`src/rtl/assert_macros.svh`:
```
// Assertion macros for the RTL of the inside-measure block, included by its top level.
`ifndef ASSERT_MACROS_SVH
`define ASSERT_MACROS_SVH

// Same-cycle implication, sampled on the rising clock edge, off while in reset.
`define ASSERT_IMPLIES(label, clk, rst_n, ante, cons) \
  label: assert property (@(posedge clk) disable iff (!(rst_n)) (ante) |-> (cons)) \
    else $error("same-cycle implication violated");

// Next-cycle implication, sampled on the rising clock edge, off while in reset.
`define ASSERT_NEXT(label, clk, rst_n, ante, cons) \
  label: assert property (@(posedge clk) disable iff (!(rst_n)) (ante) |=> (cons)) \
    else $error("next-cycle implication violated");

`endif

```
`src/rtl/tcim_pkg.sv`:
```
// Package: widths, constants and shared types of the inside-measure block.
`timescale 1ns / 1ps

package tcim_pkg;

  // Payload widths
  localparam int unsigned CoordW = 16;
  localparam int unsigned OutW   = 18;
  localparam int unsigned StepW  = 6;

  // Internal widths
  localparam int unsigned AbsW   = CoordW + 1;   // |coord| up to 2^15
  localparam int unsigned SumW   = AbsW;         // |x|+|y|+|z| <= 98304
  localparam int unsigned NumW   = 21;           // 20 * sum <= 1966080
  localparam int unsigned QuoW   = NumW;         // floor(num / d) < 2^21
  localparam int unsigned DivW   = StepW;        // d = |60 - step| <= 60
  localparam int unsigned CalcW  = 23;           // signed term width
  localparam int unsigned ProdW  = NumW + 28;

  // Reciprocal: recip = ceil(2^RecipShift / d), exact for num < 2^21, d <= 60
  localparam int unsigned RecipShift = 27;
  localparam int unsigned RecipW     = RecipShift + 1;
  localparam int unsigned CntW       = 5;

  // Step value where the corner planes vanish (G = 3)
  localparam logic [StepW-1:0] StepNoPlane = 6'd60;

  // Output saturation bounds
  localparam logic signed [CalcW-1:0] OutMin = -23'sd131072;
  localparam logic signed [CalcW-1:0] OutMax = 23'sd131071;

  // Reciprocal unit status toward the datapath
  typedef struct packed {
    logic              busy;
    logic              plane_en;
    logic [RecipW-1:0] recip;
  } recip_t;

endpackage

```
`src/rtl/tcim_if.sv`:
```
// Valid/ready channel interfaces: point input and measure output.
`timescale 1ns / 1ps

interface tcim_point_if;
  import tcim_pkg::*;

  logic                     valid;
  logic                     ready;
  logic signed [CoordW-1:0] coord_x;
  logic signed [CoordW-1:0] coord_y;
  logic signed [CoordW-1:0] coord_z;

  modport source (output valid, output coord_x, output coord_y, output coord_z,
                  input ready);
  modport sink   (input valid, input coord_x, input coord_y, input coord_z,
                  output ready);
endinterface

interface tcim_measure_if;
  import tcim_pkg::*;

  logic                   valid;
  logic                   ready;
  logic signed [OutW-1:0] inside_measure;

  modport source (output valid, output inside_measure, input ready);
  modport sink   (input valid, input inside_measure, output ready);
endinterface

```
`src/rtl/tcim_recip.sv`:
```
// Truncation register and serial reciprocal unit for the shared plane divisor.
`timescale 1ns / 1ps

module tcim_recip (
  input  logic                        clk_i,
  input  logic                        rst_ni,
  input  logic                        cfg_we_i,
  input  logic [tcim_pkg::StepW-1:0]  cfg_wdata_i,
  output tcim_pkg::recip_t            recip_o
);
  import tcim_pkg::*;

  logic [DivW-1:0]       dvsr_q, dvsr_new;
  logic [DivW-1:0]       rem_q, rem_d;
  logic [RecipShift-1:0] quo_q, quo_d;
  logic [CntW-1:0]       cnt_q;
  logic                  busy_q;
  logic                  plane_en_q;
  logic [RecipW-1:0]     recip_q;
  logic [DivW:0]         trial;
  logic                  fits;

  // d = |60 - step|
  assign dvsr_new = (cfg_wdata_i > StepNoPlane) ? (cfg_wdata_i - StepNoPlane)
                                                : (StepNoPlane - cfg_wdata_i);

  // Restoring step: dividend is 2^27 - 1, so every shifted-in bit is one
  assign trial = {rem_q, 1'b1};
  assign fits  = (trial >= {1'b0, dvsr_q});
  assign rem_d = fits ? DivW'(trial - {1'b0, dvsr_q}) : trial[DivW-1:0];
  assign quo_d = {quo_q[RecipShift-2:0], fits};

  // Control: reset acts like a write of step zero (d = 60)
  always_ff @(posedge clk_i or negedge rst_ni) begin
    if (!rst_ni) begin
      dvsr_q     <= StepNoPlane;
      busy_q     <= 1'b1;
      plane_en_q <= 1'b1;
      cnt_q      <= '0;
    end else if (cfg_we_i) begin
      dvsr_q     <= dvsr_new;
      busy_q     <= (dvsr_new != '0);
      plane_en_q <= (dvsr_new != '0);
      cnt_q      <= '0;
    end else if (busy_q) begin
      cnt_q <= cnt_q + CntW'(1);
      if (cnt_q == CntW'(RecipShift - 1)) begin
        busy_q <= 1'b0;
      end
    end
  end

  // Divider datapath; ceil(2^27/d) = floor((2^27-1)/d) + 1
  always_ff @(posedge clk_i or negedge rst_ni) begin
    if (!rst_ni) begin
      rem_q   <= '0;
      quo_q   <= '0;
      recip_q <= '0;
    end else if (cfg_we_i) begin
      rem_q <= '0;
      quo_q <= '0;
    end else if (busy_q) begin
      rem_q <= rem_d;
      quo_q <= quo_d;
      if (cnt_q == CntW'(RecipShift - 1)) begin
        recip_q <= {1'b0, quo_d} + RecipW'(1);
      end
    end
  end

  assign recip_o.busy     = busy_q;
  assign recip_o.plane_en = plane_en_q;
  assign recip_o.recip    = recip_q;

endmodule

```
`src/rtl/tcim_datapath.sv`:
```
// Per-point pipeline: input register, term stage, reciprocal product, result register.
`timescale 1ns / 1ps

module tcim_datapath #(
  parameter int unsigned FRAC_BITS = 12
) (
  input  logic                 clk_i,
  input  logic                 rst_ni,
  input  tcim_pkg::recip_t     recip_i,
  tcim_point_if.sink           point_i,
  tcim_measure_if.source       measure_o
);
  import tcim_pkg::*;

  localparam logic signed [CalcW-1:0] One = CalcW'(1) << FRAC_BITS;

  // Stage valids and per-stage ready chain
  logic v0_q, v1_q, v2_q, vo_q;
  logic rdy0, rdy1, rdy2, rdyo;

  assign rdyo = !vo_q || measure_o.ready;
  assign rdy2 = !v2_q || rdyo;
  assign rdy1 = !v1_q || rdy2;
  assign rdy0 = !v0_q || rdy1;

  assign point_i.ready = rdy0 && !recip_i.busy;

  // Stage 0: input register
  logic signed [CoordW-1:0] x_q, y_q, z_q;

  // Stage 1: absolute values, axis term, scaled sum
  logic [AbsW-1:0]          ax, ay, az, amax_xy, amax;
  logic signed [AbsW-1:0]   xs, ys, zs;
  logic [SumW-1:0]          sum;
  logic [NumW-1:0]          num, num_q;
  logic signed [CalcW-1:0]  axis, axis1_q, axis2_q;

  assign xs = {x_q[CoordW-1], x_q};
  assign ys = {y_q[CoordW-1], y_q};
  assign zs = {z_q[CoordW-1], z_q};
  assign ax = xs[AbsW-1] ? AbsW'(-xs) : AbsW'(xs);
  assign ay = ys[AbsW-1] ? AbsW'(-ys) : AbsW'(ys);
  assign az = zs[AbsW-1] ? AbsW'(-zs) : AbsW'(zs);

  assign amax_xy = (ay > ax) ? ay : ax;
  assign amax    = (az > amax_xy) ? az : amax_xy;
  assign axis    = One - $signed({{(CalcW-AbsW){1'b0}}, amax});

  // 20 * sum = 16 * sum + 4 * sum
  assign sum = ax + ay + az;
  assign num = {sum, 4'b0} + {2'b0, sum, 2'b0};

  // Stage 2: quotient by reciprocal multiply
  logic [ProdW-1:0] prod;
  logic [QuoW-1:0]  quo, quo_q;

  assign prod = {{(ProdW-NumW){1'b0}}, num_q} * {{(ProdW-RecipW){1'b0}}, recip_i.recip};
  assign quo  = prod[RecipShift +: QuoW];

  // Stage 3: least term and saturation
  logic signed [CalcW-1:0] plane, best;
  logic signed [OutW-1:0]  result, result_q;

  assign plane = One - $signed({{(CalcW-QuoW){1'b0}}, quo_q});
  assign best  = (recip_i.plane_en && (plane < axis2_q)) ? plane : axis2_q;

  always_comb begin
    if (best < OutMin) begin
      result = OutMin[OutW-1:0];
    end else if (best > OutMax) begin
      result = OutMax[OutW-1:0];
    end else begin
      result = best[OutW-1:0];
    end
  end

  // Valid bits
  always_ff @(posedge clk_i or negedge rst_ni) begin
    if (!rst_ni) begin
      v0_q <= 1'b0;
      v1_q <= 1'b0;
      v2_q <= 1'b0;
      vo_q <= 1'b0;
    end else begin
      if (rdy0) v0_q <= point_i.valid && point_i.ready;
      if (rdy1) v1_q <= v0_q;
      if (rdy2) v2_q <= v1_q;
      if (rdyo) vo_q <= v2_q;
    end
  end

  // Payload registers, loaded when a stage takes a transfer
  always_ff @(posedge clk_i) begin
    if (point_i.valid && point_i.ready) begin
      x_q <= point_i.coord_x;
      y_q <= point_i.coord_y;
      z_q <= point_i.coord_z;
    end
    if (v0_q && rdy1) begin
      num_q   <= num;
      axis1_q <= axis;
    end
    if (v1_q && rdy2) begin
      quo_q   <= quo;
      axis2_q <= axis1_q;
    end
    if (v2_q && rdyo) begin
      result_q <= result;
    end
  end

  assign measure_o.valid          = vo_q;
  assign measure_o.inside_measure = result_q;

endmodule

```
`src/rtl/truncated_cube_inside_measure_unit.sv`:
```
// Top level of the truncated-cube inside-measure block.
// Usage:
//   point_i   : valid/ready sink; one transfer carries coord_x/y/z (Q.12 signed).
//   measure_o : valid/ready source; one transfer carries inside_measure (18 bit,
//               Q.12 signed, saturated), one result per point, in order.
//   cfg_we_i/cfg_wdata_i : write of the truncation step (G = step / 20).
// Throughput: one point per cycle when not stalled, set by the four-register pipeline
// (input register, term and product registers, result register).
// Reset (and every step write with a nonzero divisor) starts a serial
// reciprocal computation of |60 - step|, one quotient bit per cycle:
// point_i.ready stays low until it finishes. Reset loads step zero.
// Output stall: each stage has its own valid bit, so points keep entering
// while empty stages remain; ready drops only when all stages are full.
// Step 60 (G = 3) drops the corner-plane terms; only the axis terms count.
`timescale 1ns / 1ps
`include "assert_macros.svh"

module truncated_cube_inside_measure_unit #(
  parameter int unsigned FRAC_BITS = 12
) (
  input  logic                        clk_i,
  input  logic                        rst_ni,
  input  logic                        cfg_we_i,
  input  logic [tcim_pkg::StepW-1:0]  cfg_wdata_i,
  tcim_point_if.sink                  point_i,
  tcim_measure_if.source              measure_o
);
  import tcim_pkg::*;

  recip_t recip;

  // Step register and divisor reciprocal
  tcim_recip u_recip (
    .clk_i       (clk_i),
    .rst_ni      (rst_ni),
    .cfg_we_i    (cfg_we_i),
    .cfg_wdata_i (cfg_wdata_i),
    .recip_o     (recip)
  );

  // Point pipeline
  tcim_datapath #(
    .FRAC_BITS (FRAC_BITS)
  ) u_datapath (
    .clk_i     (clk_i),
    .rst_ni    (rst_ni),
    .recip_i   (recip),
    .point_i   (point_i),
    .measure_o (measure_o)
  );

  // No point enters while the reciprocal is being computed
  `ASSERT_IMPLIES(a_busy_blocks_input, clk_i, rst_ni, recip.busy, !point_i.ready)
  // A step write with a nonzero divisor restarts the reciprocal unit
  `ASSERT_NEXT(a_cfg_starts_recip, clk_i, rst_ni, cfg_we_i && (cfg_wdata_i != StepNoPlane), recip.busy)
  // A finished reciprocal for an active plane divisor is never zero
  `ASSERT_IMPLIES(a_recip_nonzero, clk_i, rst_ni, !recip.busy && recip.plane_en, recip.recip != '0)

endmodule

```
`src/flat_wrapper.sv`:
```
// flat-port wrapper written by rule: the top's interface ports become plain ports
module truncated_cube_inside_measure_unit_flat import tcim_pkg::*;
#(
  parameter int unsigned FRAC_BITS = 12
)
  (clk_i, rst_ni, cfg_we_i, cfg_wdata_i, point_i_valid, point_i_coord_x, point_i_coord_y, point_i_coord_z, point_i_ready, measure_o_valid, measure_o_inside_measure, measure_o_ready);
  tcim_point_if point_i_i ();
  tcim_measure_if measure_o_i ();
  input  logic clk_i;
  input  logic rst_ni;
  input  logic cfg_we_i;
  input  logic [tcim_pkg::StepW-1:0] cfg_wdata_i;
  input wire logic [$bits(point_i_i.valid)-1:0] point_i_valid;
  input wire logic [$bits(point_i_i.coord_x)-1:0] point_i_coord_x;
  input wire logic [$bits(point_i_i.coord_y)-1:0] point_i_coord_y;
  input wire logic [$bits(point_i_i.coord_z)-1:0] point_i_coord_z;
  output wire logic [$bits(point_i_i.ready)-1:0] point_i_ready;
  output wire logic [$bits(measure_o_i.valid)-1:0] measure_o_valid;
  output wire logic [$bits(measure_o_i.inside_measure)-1:0] measure_o_inside_measure;
  input wire logic [$bits(measure_o_i.ready)-1:0] measure_o_ready;
  assign point_i_i.valid = point_i_valid;
  assign point_i_i.coord_x = point_i_coord_x;
  assign point_i_i.coord_y = point_i_coord_y;
  assign point_i_i.coord_z = point_i_coord_z;
  assign point_i_ready = point_i_i.ready;
  assign measure_o_valid = measure_o_i.valid;
  assign measure_o_inside_measure = measure_o_i.inside_measure;
  assign measure_o_i.ready = measure_o_ready;
  truncated_cube_inside_measure_unit #(.FRAC_BITS(FRAC_BITS)) u_core (.clk_i(clk_i), .rst_ni(rst_ni), .cfg_we_i(cfg_we_i), .cfg_wdata_i(cfg_wdata_i), .point_i(point_i_i), .measure_o(measure_o_i));
endmodule
```
`config.mk`:
```
export PLATFORM = sky130hd
export DESIGN_NAME = truncated_cube_inside_measure_unit_flat
export DESIGN_NICKNAME = d
export VERILOG_FILES = /design/src/rtl/tcim_pkg.sv /design/src/rtl/tcim_if.sv /design/src/rtl/tcim_recip.sv /design/src/rtl/tcim_datapath.sv /design/src/rtl/truncated_cube_inside_measure_unit.sv /design/src/flat_wrapper.sv
export VERILOG_INCLUDE_DIRS = /design/src /design/src/rtl
export SDC_FILE = /design/constraint.sdc
export NUM_CORES = 2
export LEC_CHECK = 0
export BUFFER_PORTS_ARGS = -buffer_cell sky130_fd_sc_hd__buf_2
export CAP_MARGIN = 0
export CORE_ASPECT_RATIO = 1.2
export CORE_MARGIN = 2
export CORE_UTILIZATION = 40
export CTS_CLUSTER_DIAMETER = 150
export DETAILED_ROUTE_END_ITERATION = 16
export GPL_ROUTABILITY_DRIVEN = 1
export MAX_ROUTING_LAYER = met4
export SLEW_MARGIN = 20
export SYNTH_ARGS = -nofsm -noshare
export SYNTH_HDL_FRONTEND = slang
export SYNTH_SLANG_ARGS = --single-unit
```
`constraint.sdc`:
```
create_clock -name clk_i -period 6.8 [get_ports clk_i]
set_clock_uncertainty 0.1 [all_clocks]
set_input_delay 1.36 -clock clk_i [delete_from_list [all_inputs] [get_ports clk_i]]
set_output_delay 1.36 -clock clk_i [all_outputs]
set_load 0.05 [all_outputs]
```
# Word-level counts from Yosys, hierarchy flattened
# Index checks and enable logic that the tools add are counted.
classes:
  n_reduce_logical: 18
  n_mul: 1
  n_bitwise: 1
  add_sub_neg: 13
  eq_ne: 1
  magnitude_cmp: 7
  muxes: 18
op_table:
  columns: ["op", "n"]
  rows:
  - ["two-way mux 17 bit", 5]
  - ["two-way mux 26 bit", 2]
  - ["negator 16 -> 17 bit", 3]
  - ["multiplier 21 x 28 -> 48 bit", 1]
  - ["adder 17 bit", 2]
  - ["> comparator 17 bit", 2]
  - ["adder 27 x 1 -> 28 bit (second input constant)", 1]
  - ["two-way mux 6 bit", 4]
  - ["> comparator 23 x 18 -> 1 bit (second input constant)", 1]
  - ["less-than comparator 22 x 23 -> 1 bit", 1]
  - ["less-than comparator 23 x 18 -> 1 bit (second input constant)", 1]
  - ["two-way mux 23 bit", 1]
  - ["subtractor 13 x 21 -> 22 bit (first input constant)", 1]
  - ["adder 21 x 19 -> 21 bit", 1]
  - ["two-way mux 18 bit", 1]
  - ["subtractor 13 x 17 -> 18 bit (first input constant)", 1]
  - ["two-way mux 5 bit", 2]
  - [">= comparator 7 x 6 -> 1 bit", 1]
  - ["> comparator 6 bit (second input constant)", 1]
  - ["logical AND 1 bit", 6]
  - ["nonzero test 6 bit", 1]
  - ["subtractor 6 bit", 1]
  - ["subtractor 6 bit (first input constant)", 1]
  - ["subtractor 6 bit (second input constant)", 1]
  - ["8 further kinds", 17]
word_totals:
  output_inout_bits: 20
  inputBits: 59
  register_bits: 231

# Longest topological paths before layout
logic_depth:
  depth_word: 7
  mapped_depth: 30
  ltp_nobuf: 27

# Modules after synthesis
# A second synthesis with hierarchy kept.
hier_totals:
  cells_unflattened: 3146
  area_unflattened_um2: 30207.7
by_module_without_submodules:
  columns: ["mod", "cells_each", "area_per_inst_um2", "seq_area_each_um2", "instances"]
  rows:
  - ["tcim_datapath", 2757, 26287.7, 4364.2, 1]
  - ["tcim_recip", 389, 3920.0, 1834.3, 1]

# Least setup slack after synthesis
# Ideal clock, no wire load.
synth_timing:
  path_type: "register to register"
  from: "register u_core.u_datapath.num_q[11]"
  to: "register u_core.u_datapath.quo_q[20], data pin"
  stages_incl_launch_ff: 27
  slack_ps: -487
  synth_period_minus_slack_ps: 7287
  setup_ps: 260
  arrival_ps: 6927
  n_path_buf: 2
  required_ps: 6440
  path_cell_list: "edfxtp_1 clkbuf_1 clkbuf_1 nand2_1 fa_1 inv_1 fa_1 inv_1 fa_1 inv_1 fa_1 inv_1 fa_1 fa_1 inv_1 ha_1 ha_1 a21oi_1 nor2_1 a211oi_1 a21boi_0 a211oi_1 o31ai_2 a211oi_1 or4_1 a21oi_1 xnor2_1"
synth_between:
  elab_chain_len: 1
synth_rtl:
  columns: ["element", "line", "source"]
  rows:
  - ["from (decl)", "tcim_datapath.sv:35", "logic [NumW-1:0] num, num_q;"]
  - ["from (signal assigned)", "tcim_datapath.sv:100", "num_q <= num;"]
  - ["multiplier 21 x 28 -> 48 bit", "tcim_datapath.sv:57", "assign prod = {{(ProdW-NumW){1'b0}}, num_q} * {{(ProdW-RecipW){1'b0}}, recip_i.recip};"]
  - ["via u_core.u_datapath.prod[47]", "tcim_datapath.sv:54", "logic [ProdW-1:0] prod;"]
  - ["to (signal assigned)", "tcim_datapath.sv:104", "quo_q <= quo;"]
  - ["to (decl)", "tcim_datapath.sv:55", "logic [QuoW-1:0] quo, quo_q;"]
# The timed path passes the listed nets, and every way through them passes these cells.
# A chain may end at the register's enable or synchronous reset.

# Worst setup path in the final report
layout_timing:
  from: "register u_core.u_datapath.num_q[16]"
  to: "register u_core.u_datapath.quo_q[20], data pin"
# Same word-level chain as after synthesis.

==> load_flow_metrics.sql <==
INSERT INTO impl_metrics (metric_group, metric, value, unit) VALUES
('worst_setup_path', 'worstSetupPathType', 'reg2reg', ''),
('synthesis', 'netlist_area', '30400', 'um2'),
('global_routing', 'largest_net_degree_at_the_start_of_global_routing', '78', ''),
('synthesis', 'postSynthAreaPerCell', '9.58', 'um2'),
('clocking', 'cts.clk_slew.worst_paths', '0.08', 'ns'),
('finish', 'num_antenna_cells', '0', ''),
('floorplan', 'dieArea', '78200', 'um2'),
('routing', 'vias_per_cell', '4.92', ''),
('clocking', 'clock_sink_count', '219', ''),
('timing', 'rsz_0062_raised_after_global_routing', 'yes', ''),
('synthesis', 'number_of_synthesized_flops_with_an_enable_pin', '142', ''),
('timing', 'final.period_utilization', '1.02', ''),
('worst_setup_path', 'crit_path_cell_trace', 'buf_12 > buf_4 > and2_1 > fa_1 > fa_1 > fa_1 > fa_1 > fa_1 > fa_1 > ha_4 > ha_4 > nand3_1 > nand2_1 > a211oi_2 > buf_4 > buf_12 > o211a_4 > a211oi_4 > buf_6 > o31ai_4 > a211oi_2 > or4_4 > a21oi_2 > xnor2_1', ''),
('placed_design', 'dp.cells', '4420', ''),
('timing', 'max_slew.worst_pin.slew', '1.06', 'ns'),
('routing', 'route.detailed.drc', '0', ''),
('synthesis', 'synth_cell_type_count', '88', ''),
('timing', 'report.final.hold_viol_count', '0', ''),
('worst_setup_path', 'master_of_the_slowest_instance_on_the_critical_path', 'sky130_fd_sc_hd__fa_1', ''),
('worst_hold_path', 'min-delay-path-class', 'reg2reg', ''),
('routing', 'route.vias.total', '22300', ''),
('finish', 'finalNonFillerCells', '4531', ''),
('synthesis', 'synth_sequential_area_ratio', '0.204', ''),
('worst_setup_path', 'worst_ep_required_time', '6.98', 'ns'),
('clocking', 'cts-buffers-inserted', '23', ''),
('run_status', 'violations_in_the_final_reports', 'negative setup slack', ''),
('finish', 'nets', '4304', ''),
('placed_design', 'place.port_buffers', '78', ''),
('worst_setup_path', 'cp-end-kind', 'register', ''),
('finish', 'fin_area', '36700', 'um2'),
('run_status', 'run_status', 'finished, violations left', ''),
('routing', 'ant_nets', '0', ''),
('clocking', 'tritoncts', 'done', ''),
('timing', 'post-route-min-period', '6.96', 'ns'),
('floorplan', 'design.portCount', '79', ''),
('finish', 'area_growth', '21.0', '%'),
('floorplan', 'core.rowCount', '110', ''),
('global_routing', 'antenna_violations_before_repair', '0', ''),
('worst_setup_path', 'critPathArrivalTime', '7.14', 'ns'),
('synthesis', 'synthDominantCellAreaShare', '0.301', ''),
('flow_run', 'maxCapViolations', '0', ''),
('timing', 'setup_viol', '6', ''),
('synthesis', 'count_of_mapped_cells_out_of_synthesis', '3170', ''),
('timing', 'timing.final.ws_setup', '-0.162', 'ns'),
('routing', 'topRoutingLayerUsed', 'met4', ''),
('routing', 'met3RoutedLength', '1600', 'um'),
('worst_setup_path', 'crit_path_frequent_cell', 'sky130_fd_sc_hd__fa_1', ''),
('floorplan', 'area_of_the_core', '75100', 'um2'),
('worst_setup_path', 'critical-path-top-delay-family', 'adder cells', ''),
('finish', 'layout_cell_share_with_drive_strength_beyond_1', '0.210', ''),
('timing', 'relSlewSlack', '0.292', ''),
('power_and_ir_drop', 'power.density_cell_area', '199', 'nW/um2'),
('clocking', 'skew_pair_late_insertion_delay', '0.54', 'ns'),
('global_routing', 'first_global_vias', '24000', ''),
('worst_setup_path', 'slowest_stage_delay_on_critical_path', '0.61', 'ns'),
('worst_setup_path', 'critPathLaunchType', 'register', ''),
('placed_design', 'hpwlAfterDp', '63500', 'um'),
('placed_design', 'place_congestion', '0.911', ''),
('finish', 'layout.core_utilization', '0.489', ''),
('clocking', 'cts-root-buf', 'sky130_fd_sc_hd__clkbuf_16', ''),
('synthesis', 'ys_warn_count', '0', ''),
('placed_design', 'post-place-ws', '-0.627', 'ns'),
('routing', 'drt_iter0_drc', '870', ''),
('routing', 'drt-wirelength-per-cell', '17.2', 'um'),
('routing', 'wl', '78200', 'um'),
('synthesis', 'synth-seq-cells', '219', ''),
('worst_setup_path', 'crit_path_max_fanout', '6', ''),
('clocking', 'cts_hold_repair.buffers', '0', ''),
('timing', 'finalMaxSlewViolations', '0', ''),
('floorplan', 'chipWidth', '256', 'um'),
('power_and_ir_drop', 'power.ir.vdd_worst', '236', 'uV');
[through the flow]
| stage | hold slack [ns] | power, mW | setup TNS, ns |
|---|---|---|---|
| finish | 0.318 | 7.31 | -0.583 |
| global route | 0.326 | 7.84 | -3.17 |
| CTS | 0.319 | 7.19 | -0.848 |
| detailed placement | 0.305 | 5.63 | -6.31 |
| global placement | 0.302 | 5.60 | -5.46 |
| floorplan | 0.300 | 4.23 | -0.00533 |
[layout by cell type (no fill, tap or decap), types with 41 or more instances in the layout]
master and instances:
sky130_fd_sc_hd__and2_1 208, sky130_fd_sc_hd__o21ai_0 41, sky130_fd_sc_hd__nand2_1 418, sky130_fd_sc_hd__buf_2 77, sky130_fd_sc_hd__a21oi_1 83, sky130_fd_sc_hd__dfrtp_1 55, sky130_fd_sc_hd__edfxtp_1 142, sky130_fd_sc_hd__ha_1 244
sky130_fd_sc_hd__buf_4 325, sky130_fd_sc_hd__inv_1 558, sky130_fd_sc_hd__xor2_1 52, sky130_fd_sc_hd__mux2i_1 49, sky130_fd_sc_hd__nor2_1 125, sky130_fd_sc_hd__fa_1 423, sky130_fd_sc_hd__xnor2_1 98
[state kept, by name, indices dropped and copies added (netlist names)]
signal	flops
u_core.u_datapath.axis1_q	18
u_core.u_datapath.axis2_q	18
u_core.u_datapath.measure_o.inside_measure	18
u_core.u_datapath.measure_o.valid	1
u_core.u_datapath.num_q	19
u_core.u_datapath.quo_q	21
u_core.u_datapath.v0_q	1
u_core.u_datapath.v1_q	1
u_core.u_datapath.v2_q	1
u_core.u_datapath.x_q	16
u_core.u_datapath.y_q	16
u_core.u_datapath.z_q	16
u_core.u_recip.busy_q	1
u_core.u_recip.cnt_q	5
u_core.u_recip.dvsr_q	6
u_core.u_recip.plane_en_q	1
u_core.u_recip.quo_q	26
u_core.u_recip.recip_q	28
u_core.u_recip.rem_q	6
[final cells by class]
cell class / instances / area (um2)
multi-input combinational: 2234 / 22700
tap: 1008 / 1260
clock buffer: 26 / 618
timing repair buffer: 455 / 3670
clock inverter: 15 / 106
sequential: 219 / 6220
inverter: 574 / 2150
fill: 7038 / 38400
[metal layers]
metal / global-route usage / up-vias
met4: 0.0831 / 0
met3: 0.0129 / 158
met5: - / -
li1: - / 10600
met2: 0.397 / 317
met1: 0.224 / 11200
[power breakdown]
| group | total, mW | leakage (nW) | internal, mW | switching (mW) |
|---|---|---|---|---|
| logic | 4.27 | 14.5 | 1.96 | 2.31 |
| clock network | 1.25 | 0.355 | 0.692 | 0.558 |
| registers | 1.79 | 2.32 | 1.69 | 0.0994 |
[cell families after synthesis]
group,Yosys count,synth area share
buf+inv,719,0.0894
other cells,2,0.000247
flops,219,0.204
mux,58,0.0194
simple gates,976,0.157
xor+xnor,156,0.0450
fa+ha+maj,738,0.417
compound gates,302,0.0684
[timing repair]
item                                    4_1_cts  5_1_grt
gates cloned                                  2        0
hold endpoints to repair                      0        0
resized for setup                           139      125
endpoints found under the setup margin       23       34
pin swaps                                   108       88
setup buffers                                50       23
[worst reg2reg max path, stage by stage (launching register included)]
cell                       delay [ns]
sky130_fd_sc_hd__edfxtp_1        0.43
sky130_fd_sc_hd__buf_12          0.16
sky130_fd_sc_hd__buf_4           0.15
sky130_fd_sc_hd__and2_1          0.15
sky130_fd_sc_hd__fa_1            0.53
sky130_fd_sc_hd__fa_1            0.45
sky130_fd_sc_hd__fa_1            0.61
sky130_fd_sc_hd__fa_1            0.45
sky130_fd_sc_hd__fa_1            0.53
sky130_fd_sc_hd__fa_1            0.61
sky130_fd_sc_hd__ha_4            0.22
sky130_fd_sc_hd__ha_4            0.24
sky130_fd_sc_hd__nand3_1         0.08
sky130_fd_sc_hd__nand2_1         0.06
sky130_fd_sc_hd__a211oi_2        0.22
sky130_fd_sc_hd__buf_4           0.16
sky130_fd_sc_hd__buf_12          0.10
sky130_fd_sc_hd__o211a_4         0.17
sky130_fd_sc_hd__a211oi_4        0.05
sky130_fd_sc_hd__buf_6           0.14
sky130_fd_sc_hd__o31ai_4         0.23
sky130_fd_sc_hd__a211oi_2        0.11
sky130_fd_sc_hd__or4_4           0.52
sky130_fd_sc_hd__a21oi_2         0.15
sky130_fd_sc_hd__xnor2_1         0.07
[worst paths after layout]
kind                                          startpoint                             to  slack [ns]  depth (start not counted)
setup / recovery             u_core.u_datapath.num_q[16]    u_core.u_datapath.quo_q[20]       -0.16                         24
hold / removal             u_core.u_datapath.axis1_q[15]  u_core.u_datapath.axis2_q[15]        0.32                          0
setup reg to reg             u_core.u_datapath.num_q[16]    u_core.u_datapath.quo_q[20]       -0.16                         24
hold reg to reg            u_core.u_datapath.axis1_q[15]  u_core.u_datapath.axis2_q[15]        0.32                          0
max in group asynchronous                         rst_ni     u_core.u_recip.recip_q[25]        5.28                          1
min in group asynchronous                         rst_ni      u_core.u_recip.recip_q[8]        0.77                          1
Power figures use the tool's default switching activity.
